[src/hw/rtl/dwpi_pkg.sv]
package dwpi_pkg;

	// field widths
	localparam int COUNT_W    = 16;
	localparam int TARGET_W   = 14;
	localparam int GAIN_W     = 16;
	localparam int LEVEL_W    = 13;
	localparam int THR_W      = 14;
	localparam int DRIVE_W    = 14;
	localparam int CFG_IDX_W  = 3;
	localparam int CFG_DATA_W = 16;

	// limits
	localparam int OUTPUT_LIMIT   = 7199;
	localparam int INTEGRAL_LIMIT = 3500;

	// fixed point: kp Q8.8, ki and integral Q16
	localparam int PROP_FRAC_W = 8;
	localparam int FRAC_W      = 16;

	// datapath widths
	localparam int ERR_W   = COUNT_W + 1;
	localparam int PROD_W  = ERR_W + GAIN_W + 1;
	localparam int ACC_W   = PROD_W + 1;
	localparam int INTEG_W = $clog2(INTEGRAL_LIMIT) + FRAC_W + 1;
	localparam int P_W     = PROD_W - PROP_FRAC_W;
	localparam int I_W     = INTEG_W - FRAC_W;
	localparam int PI_W    = P_W + 1;
	localparam int SHAPE_W = DRIVE_W + 2;

	// register reset values
	localparam int RST_TARGET_LEFT    = 140;
	localparam int RST_TARGET_RIGHT   = 141;
	localparam int RST_PROP_GAIN      = 1152;
	localparam int RST_INTEG_GAIN     = 2621;
	localparam int RST_FEED_LEVEL     = 1600;
	localparam int RST_MIN_RUN_LEVEL  = 2000;
	localparam int RST_START_LEVEL    = 2500;
	localparam int RST_KICK_THRESHOLD = 60;

	typedef enum logic [CFG_IDX_W-1:0] {
		REG_TARGET_LEFT    = 3'd0,
		REG_TARGET_RIGHT   = 3'd1,
		REG_PROP_GAIN      = 3'd2,
		REG_INTEG_GAIN     = 3'd3,
		REG_FEED_LEVEL     = 3'd4,
		REG_MIN_RUN_LEVEL  = 3'd5,
		REG_START_LEVEL    = 3'd6,
		REG_KICK_THRESHOLD = 3'd7
	} dwpi_reg_t;

	// stage load strobes, shared by both lanes
	typedef struct packed {
		logic s1;
		logic s2;
		logic s3;
		logic s4;
	} dwpi_load_t;

	// raise a nonzero drive to at least lvl in magnitude, sign kept
	function automatic logic signed [SHAPE_W-1:0] floor_mag(
		input logic signed [SHAPE_W-1:0] d,
		input logic        [LEVEL_W-1:0] lvl
	);
		logic signed [SHAPE_W-1:0] l;
		l = $signed({{(SHAPE_W-LEVEL_W){1'b0}}, lvl});
		if (d > 0 && d < l)
			return l;
		if (d < 0 && d > -l)
			return -l;
		return d;
	endfunction

	// feedforward, run floor, stall kick and final clamp
	function automatic logic signed [DRIVE_W-1:0] shape_drive(
		input logic signed [DRIVE_W-1:0]  pi,
		input logic signed [TARGET_W-1:0] target,
		input logic        [LEVEL_W-1:0]  feed,
		input logic        [LEVEL_W-1:0]  min_run,
		input logic        [LEVEL_W-1:0]  start,
		input logic                       kick
	);
		logic signed [SHAPE_W-1:0] d;
		logic signed [SHAPE_W-1:0] f;
		logic signed [SHAPE_W-1:0] lim;
		d   = SHAPE_W'(pi);
		f   = $signed({{(SHAPE_W-LEVEL_W){1'b0}}, feed});
		lim = SHAPE_W'(OUTPUT_LIMIT);
		if (target > 0)
			d = d + f;
		else if (target < 0)
			d = d - f;
		if (target != 0)
			d = floor_mag(d, min_run);
		if (kick)
			d = floor_mag(d, start);
		if (d > lim)
			d = lim;
		else if (d < -lim)
			d = -lim;
		return $signed(d[DRIVE_W-1:0]);
	endfunction

endpackage

[src/hw/rtl/dwpi_out_if.sv]
interface dwpi_out_if;
	logic                                 valid;
	logic                                 ready;
	logic signed [dwpi_pkg::DRIVE_W-1:0] left_drive;
	logic signed [dwpi_pkg::DRIVE_W-1:0] right_drive;

	modport source(output valid, output left_drive, output right_drive, input ready);
	modport sink(input valid, input left_drive, input right_drive, output ready);
endinterface

[src/hw/rtl/dwpi_merge.sv]
module dwpi_merge (
	input  logic                                  clk,
	input  logic                                  arst_n,
	input  logic                                  vld_s4,
	output logic                                  take,
	input  logic signed [dwpi_pkg::DRIVE_W-1:0]   left_pi,
	input  logic                                  left_kick,
	input  logic signed [dwpi_pkg::DRIVE_W-1:0]   right_pi,
	input  logic                                  right_kick,
	input  logic signed [dwpi_pkg::TARGET_W-1:0]  target_left,
	input  logic signed [dwpi_pkg::TARGET_W-1:0]  target_right,
	input  logic        [dwpi_pkg::LEVEL_W-1:0]   feed_level,
	input  logic        [dwpi_pkg::LEVEL_W-1:0]   min_run_level,
	input  logic        [dwpi_pkg::LEVEL_W-1:0]   start_level,
	dwpi_out_if.source                            drives
);

	// output register free, or being emptied this cycle
	assign take = !drives.valid || drives.ready;

	always_ff @(posedge clk or negedge arst_n) begin
		if (!arst_n) begin
			drives.valid <= 1'b0;
		end else if (vld_s4 && take) begin
			drives.valid <= 1'b1;
		end else if (drives.ready) begin
			drives.valid <= 1'b0;
		end
	end

	always_ff @(posedge clk) begin
		if (vld_s4 && take) begin
			drives.left_drive <= dwpi_pkg::shape_drive(left_pi, target_left, feed_level,
				min_run_level, start_level, left_kick);
			drives.right_drive <= dwpi_pkg::shape_drive(right_pi, target_right, feed_level,
				min_run_level, start_level, right_kick);
		end
	end

endmodule

[src/flat_wrapper.sv]
// flat-port wrapper written by rule: the top's interface ports become plain ports
module dwpi_merge_flat 
  (clk, arst_n, vld_s4, take, left_pi, left_kick, right_pi, right_kick, target_left, target_right, feed_level, min_run_level, start_level, drives_valid, drives_left_drive, drives_right_drive, drives_ready);
  dwpi_out_if drives_i ();
  input  logic clk;
  input  logic arst_n;
  input  logic vld_s4;
  output logic take;
  input  logic signed [dwpi_pkg::DRIVE_W-1:0] left_pi;
  input  logic left_kick;
  input  logic signed [dwpi_pkg::DRIVE_W-1:0] right_pi;
  input  logic right_kick;
  input  logic signed [dwpi_pkg::TARGET_W-1:0] target_left;
  input  logic signed [dwpi_pkg::TARGET_W-1:0] target_right;
  input  logic        [dwpi_pkg::LEVEL_W-1:0] feed_level;
  input  logic        [dwpi_pkg::LEVEL_W-1:0] min_run_level;
  input  logic        [dwpi_pkg::LEVEL_W-1:0] start_level;
  output wire logic [$bits(drives_i.valid)-1:0] drives_valid;
  output wire logic [$bits(drives_i.left_drive)-1:0] drives_left_drive;
  output wire logic [$bits(drives_i.right_drive)-1:0] drives_right_drive;
  input wire logic [$bits(drives_i.ready)-1:0] drives_ready;
  assign drives_valid = drives_i.valid;
  assign drives_left_drive = drives_i.left_drive;
  assign drives_right_drive = drives_i.right_drive;
  assign drives_i.ready = drives_ready;
  dwpi_merge u_core (.clk(clk), .arst_n(arst_n), .vld_s4(vld_s4), .take(take), .left_pi(left_pi), .left_kick(left_kick), .right_pi(right_pi), .right_kick(right_kick), .target_left(target_left), .target_right(target_right), .feed_level(feed_level), .min_run_level(min_run_level), .start_level(start_level), .drives(drives_i));
endmodule
[config.mk]
export PLATFORM = sky130hd
export DESIGN_NAME = dwpi_merge_flat
export DESIGN_NICKNAME = d
export VERILOG_FILES = /design/src/hw/rtl/dwpi_pkg.sv /design/src/hw/rtl/dwpi_out_if.sv /design/src/hw/rtl/dwpi_merge.sv /design/src/flat_wrapper.sv
export SDC_FILE = /design/constraint.sdc
export NUM_CORES = 1
export LEC_CHECK = 0
export ABC_AREA = 0
export BUFFER_PORTS_ARGS = -buffer_cell sky130_fd_sc_hd__buf_2
export CORE_UTILIZATION = 40
export CTS_CLUSTER_SIZE = 8
export DETAILED_ROUTE_END_ITERATION = 10
export PLACE_DENSITY = 0.64
export RECOVER_POWER = 100
export SYNTH_ARGS = -nofsm -noshare
export SYNTH_HDL_FRONTEND = slang
export SYNTH_SLANG_ARGS = --single-unit
[constraint.sdc]
create_clock -name clk -period 2.4 [get_ports clk]
set_clock_uncertainty 0.05 [all_clocks]
set_input_delay 0.48 -clock clk [delete_from_list [all_inputs] [get_ports clk]]
set_output_delay 0.48 -clock clk [all_outputs]
set_load 0.03 [all_outputs]
Yosys cells after proc, flatten, opt, wreduce, memory -nomap -nowiden. Cells that the tools add are included.

Register bits after elaboration: 29. Input port bits: 101. Output and inout bits: 30. Word-level logic and storage cells: 113.

Add/subtract/negate cells: 6. $lt $le $gt $ge: 24. Mux-type cells: 62. Reduce and logical (&&, ||, !) cells: 16.

Operator list (count): $mux 16 (30); $gt 16x1->1 const B (4); $gt 16x16->1 (4); $lt 16x1->1 const B (4); $lt 16x14->1 (4); $reduce_bool 32->1 (2); $gt 16x14->1 const B (2); $lt 16x14->1 const B (2); $neg 13->16 (2); $add 14x14->15 (2); $mux 1 (30); $sub 14x14->15 (2); $gt 14x1->1 const B (2); $lt 14x1->1 const B (2); $mux 14 (2); $logic_and 1x1->1 (9); $reduce_or 2->1 (2); $reduce_bool 2->1 (1); $logic_not 1->1 (1); $logic_or 1x1->1 (1).

Logic depth before layout (Yosys ltp).
Word-level depth: 30. Gate-level depth with buffers: 44. Mapped depth without buffers: 41.

Least setup slack after synthesis. OpenSTA, ideal clock, no wires.

Path kind: input to register. Start: input left_pi[0] (netlist bit). End: register u_core.drives.left_drive[0], data pin. Setup time: 0.265 ns. Arrival: 8.011 ns. Required time: 2.085 ns. Setup slack: -5.927 ns. Stages on the path: 34. Buffers on the path: 2. Cells stage by stage: inv_1 > ha_1 > inv_1 > fa_1 > a21o_1 > a221oi_4 > o21ai_1 > a311oi_1 > xor2_1 > a221oi_1 > ha_1 > and3_1 > a31oi_1 > a31o_2 > o31ai_1 > nand4b_1 > clkbuf_1 > o21ai_0 > mux2i_1 > o21ai_0 > ha_1 > a21o_1 > a21o_1 > a21oi_1 > o21ai_0 > a211oi_1 > o21ai_0 > a2111oi_0 > clkbuf_1 > mux2_2 > or2_2 > nor4_1 > a311oi_2 > or3_1.

Longest elaborated chain between the ends: 26. Elaborated cells on any way between the ends: 44. Those cells by class: add/sub (2); order compare (10); mux (27); reduce/logical (5).

Ends and longest elaborated chain: start: declaration (RTL line flat_wrapper.sv:9) `input logic signed [dwpi_pkg::DRIVE_W-1:0] left_pi;`; $sub 14x14->15 (RTL line dwpi_pkg.sv:92) `d = d - f;`; $mux 16 (RTL line dwpi_pkg.sv:91) `else if (target < 0)`; $mux 16 * (RTL line dwpi_pkg.sv:89) `if (target > 0)`; $mux 16 * (RTL line dwpi_merge.sv:32) `if (vld_s4 && take) begin`; $lt 16x1->1 / $gt 16x16->1 (equally long branches) (RTL line dwpi_pkg.sv:69) `if (d < 0 && d > -l)`; $logic_and 1x1->1 (RTL line dwpi_pkg.sv:69); $mux 1 (2 in a row) (RTL line dwpi_pkg.sv:69); $mux 1 (RTL line dwpi_pkg.sv:93) `if (target != 0)`; [9 not listed]; $mux 1 (RTL line dwpi_pkg.sv:95) `if (kick)`; $mux 1 (RTL line dwpi_merge.sv:32); $mux 16 (RTL line dwpi_pkg.sv:71) `return d;`; $mux 16 (RTL line dwpi_pkg.sv:69); $mux 16 * (RTL line dwpi_pkg.sv:95); $mux 16 * (RTL line dwpi_merge.sv:32); $lt 16x14->1 / $gt 16x14->1 (equally long branches) (RTL line dwpi_pkg.sv:99, dwpi_pkg.sv:97); $reduce_or 2->1 (no source line); end signal: assignment (RTL line dwpi_merge.sv:33) `drives.left_drive <= dwpi_pkg::shape_drive(left_pi, target_left, feed_level,`; end: declaration (RTL line dwpi_out_if.sv:7) `modport source(output valid, output left_drive, output right_drive, input ready);`.

Mark *: on every way between the ends. The rest lies on a longest branch, timed or not. The select of a mux whose other input is x is not followed. A chain may end at the register's enable or synchronous reset.

Worst setup path in the final report.
Start: input right_pi[0] (netlist bit). End: register u_core.drives.right_drive[3], data pin.

Longest elaborated chain between the ends: 26. Elaborated cells on any way between the ends: 44. Those cells by class: add/sub (2); order compare (10); mux (28); reduce/logical (4).

Ends and longest elaborated chain: start: declaration (RTL line flat_wrapper.sv:11) `input logic signed [dwpi_pkg::DRIVE_W-1:0] right_pi;`; $sub 14x14->15 (RTL line dwpi_pkg.sv:92); $mux 16 (RTL line dwpi_pkg.sv:91); $mux 16 * (RTL line dwpi_pkg.sv:89); $mux 16 * (RTL line dwpi_merge.sv:32); $lt 16x1->1 / $gt 16x16->1 (equally long branches) (RTL line dwpi_pkg.sv:69); $logic_and 1x1->1 (RTL line dwpi_pkg.sv:69); $mux 1 (2 in a row) (RTL line dwpi_pkg.sv:69); $mux 1 (RTL line dwpi_pkg.sv:93); [9 not listed]; $mux 1 (RTL line dwpi_pkg.sv:95); $mux 1 (RTL line dwpi_merge.sv:32); $mux 16 (RTL line dwpi_pkg.sv:71); $mux 16 (RTL line dwpi_pkg.sv:69); $mux 16 * (RTL line dwpi_pkg.sv:95); $mux 16 * (RTL line dwpi_merge.sv:32); $lt 16x14->1 (RTL line dwpi_pkg.sv:99) `else if (d < -lim)`; $mux 14 (RTL line dwpi_pkg.sv:99); end signal: assignment (RTL line dwpi_merge.sv:35) `drives.right_drive <= dwpi_pkg::shape_drive(right_pi, target_right, feed_level,`; end: declaration (RTL line dwpi_out_if.sv:7).

Marked as above.

==> out/results.tsv <==
stage	metric	value	unit
outcome	status	complete, but fails checks	
outcome	violations	negative setup slack	
sta	maxSlewViolCount	0	
synthesis	synthDistinctLibCells	98	
sta	tightest_slew	729	ps
synthesis	synthTopCellsByCount	166 x ha_1, 124 x nor2_1, 108 x inv_1, 86 x o21ai_0, 82 x nand2_1	
grt	track_usage	35.7	%
synthesis	postSynth.asyncResetShare	3.45	%
worst_setup_path	start_kind	input port	
sta	maxSlewHeadroom	51.4	%
sta	setup_ws	-5780	ps
clock_network	cts_buffer_depth	2	
die	dieArea	0.0248	mm²
synthesis	yosysMostFrequentCell	ha_1	
drt	drt_pass1_iterations	8	
worst_setup_path	critPathKind	in -> reg	
worst_setup_path	max_stage_delay	440	ps
worst_setup_path	crit_top_cell	o21a_1	
synthesis	synth_area_leaders	ha_1 21%, edfxtp_1 8.7%, nor2_1 4.8%	
sta	fmax	122	MHz
synthesis	syn-mean-instance-area	7.38	µm²
die	core.rowCount	56	
die	core	0.0236	mm²
grt	antenna_found_initial	0	
synthesis	yosysTopAreaCell	ha_1	
worst_setup_path	path_max_fanout	8	
clock_network	clk_latency	280	ps
placement	place_congestion	0.996	
placement	place_inst	2256	
die	dieHeight	157	µm
final_layout	fin_nets	2259	
drt	vias	13425	
die	start_util	40.9	%
drt	drt-initial-drc-count	1070	
drt	drcViolationCount	0	
die	io_pins	131	
grt	grt_max_degree	29	
synthesis	yosysSeqAreaShare	8.96	%
synthesis	yosysTopAreaCellShare	21.5	%
synthesis	synthFlopType	edfxtp_1	
synthesis	ys_ff_latch	29	
grt	grt_pass1_wl	68800	µm
final_layout	antenna_cells	0	
clock_network	cts_max_level	2	
placement	port_buffers	130	
worst_setup_path	r2r_slack	800	ps
drt	post_drt_wl_per_cell	19.9	µm
grt	grt_pass1_vias	13070	
hold_path	min_path_type	in -> reg	
sta	fin_tns_setup	-152140	ps
worst_setup_path	arrival	8160	ps
placement	place_ws	-6330	ps
die	die_x	157	µm
final_layout	area_delta_synth_final	70.0	%
worst_setup_path	cp_slowest_cell	or3_4	
clock_network	cts_sinks	29	
drt	ant_nets	0	
clock_network	cts_tree	built	
synthesis	synth-edff-count	28	
drt	vias_per_cell	5.82	
synthesis	syn-num-nets	1580	
clock_network	cts_buffers	5	
clock_network	clk_pin_slew_worst_paths	50	ps
drt	routed_wl	46000	µm
run	drv_cap	0	
power	p_per_area	509	mW/mm²
worst_setup_path	worst_setup_path_end_kind	flip-flop	
power	leakage	7.79	nW
worst_setup_path	required	2380	ps
synthesis	synthCells	1309	
sta	rsz0062_at_grt	true	
placement	dp_hpwl	37200	µm
clock_network	cts_root_buf	clkbuf_16	
sta	setup_viol	28	
final_layout	drive_gt1_share	47.0	%
synthesis	yosys_warnings	0	
final_layout	fin_cells	2308	
sta	fin_crit_sh	341	%
grt	grt_remaining_overflow	0	
synthesis	syn-cell-area	0.00966	mm²
power	p_total	8.36	mW
power	peakVddDrop	481	µV
sta	hold_viol_final	0	
sta	min_period	8180	ps
## cells in the final DEF, fill, tap and decap left out, types with 8 or more instances in the layout
cell        n
nand3_1    32
clkbuf_1   30
buf_6      23
buf_4     570
a211o_1     9
nand4_1    25
nor2b_1    24
o22ai_1    10
o21ai_1    23
inv_2      14
nor3_1     34
nor2_1    107
o21a_1     23
a21oi_1    59
inv_1      90
nor4_1     12
nand2_1    75
edfxtp_1   28
and3_1     11
a31oi_1    17
nand2b_1   14
a21o_1     38
o211ai_1   24
o21ai_2    16
nor3_2      8
ha_1      144
o21ai_0    51
ha_4       16
xnor2_1    29
buf_2      96
nor2_2     11
or3_1       8
a21oi_2    21
a211oi_1   12
xor2_1     12
## routing by layer
metal | vias up | routed length, µm | global-route usage (%)
li1 | 6302 | - | -
met1 | 6331 | 19300 | 45.8
met2 | 625 | 21300 | 61.4
met3 | 167 | 3310 | 3.47
met4 | 0 | 2140 | 13.4
met5 | - | 0 | 0
## logic make-up after synthesis
family | share of synthesized area, %
XOR/XNOR | 3.99
flip-flops | 8.96
AO/OA/AOI/OAI | 32.7
adder cells (fa/ha/maj) | 22.3
buffers and inverters | 6.97
multiplexers | 1.22
AND/OR/NAND/NOR | 23.8
## flip-flops by register name, summed over array words and instances (netlist names)
register and flops:
u_core.drives.right_drive 14, u_core.drives.left_drive 14, u_core.drives.valid 1
## layout make-up
type,count,area (µm²)
Clock buffer,5,125
Tap cell,319,399
Timing Repair Buffer,728,5270
Inverter,108,438
Fill cell,1943,7180
Sequential cell,29,866
Clock inverter,3,17.5
Multi-Input combinational cell,1116,9310
## worst paths after layout
check / to / from / cells after the start
max reg2reg: u_core.drives.right_drive[5] / u_core.drives.valid / 3
max: u_core.drives.right_drive[3] / right_pi[0] / 47
max in group asynchronous: u_core.drives.valid / arst_n / 2
min in group asynchronous: u_core.drives.valid / arst_n / 2
min reg2reg: u_core.drives.valid / u_core.drives.valid / 2
min: u_core.drives.valid / vld_s4 / 2
## report_power, final
part	leakage, nW	switching, mW	internal [mW]
sequential	0.274	0.0208	0.703
combinational	7.44	3.61	3.42
clock	0.0696	0.231	0.379
## critical path: cells and delay by family
family	cells	cell delay [ps]
AND/OR/NAND/NOR	10	1690
adder cells (fa/ha/maj)	4	1110
XOR/XNOR	1	140
buffers and inverters	10	1310
AO/OA/AOI/OAI	22	3440
## metrics by stage
step | cell area [µm²] | utilization [%] | hold WS [ps]
6_report | 16400 | 69.6 | 360
5_1_grt | 16400 | 69.6 | 365
4_1_cts | 15800 | 67.1 | 357
3_5_place_dp | 15000 | 63.4 | 206
3_3_place_gp | 15000 | 63.4 | 205
2_1_floorplan | 10000 | - | 134
## what timing repair did
| item | 4_1_cts | 5_1_grt |
|---|---|---|
| gates cloned | 0 | 0 |
| hold buffers | 1 | 0 |
| pin swaps | 56 | 53 |
| endpoints found under the setup margin | 28 | 28 |
| setup buffers | 23 | 24 |
| resized for setup | 116 | 123 |
| endpoints found under the hold margin | 1 | 0 |
Power figures use the tool's default switching activity.
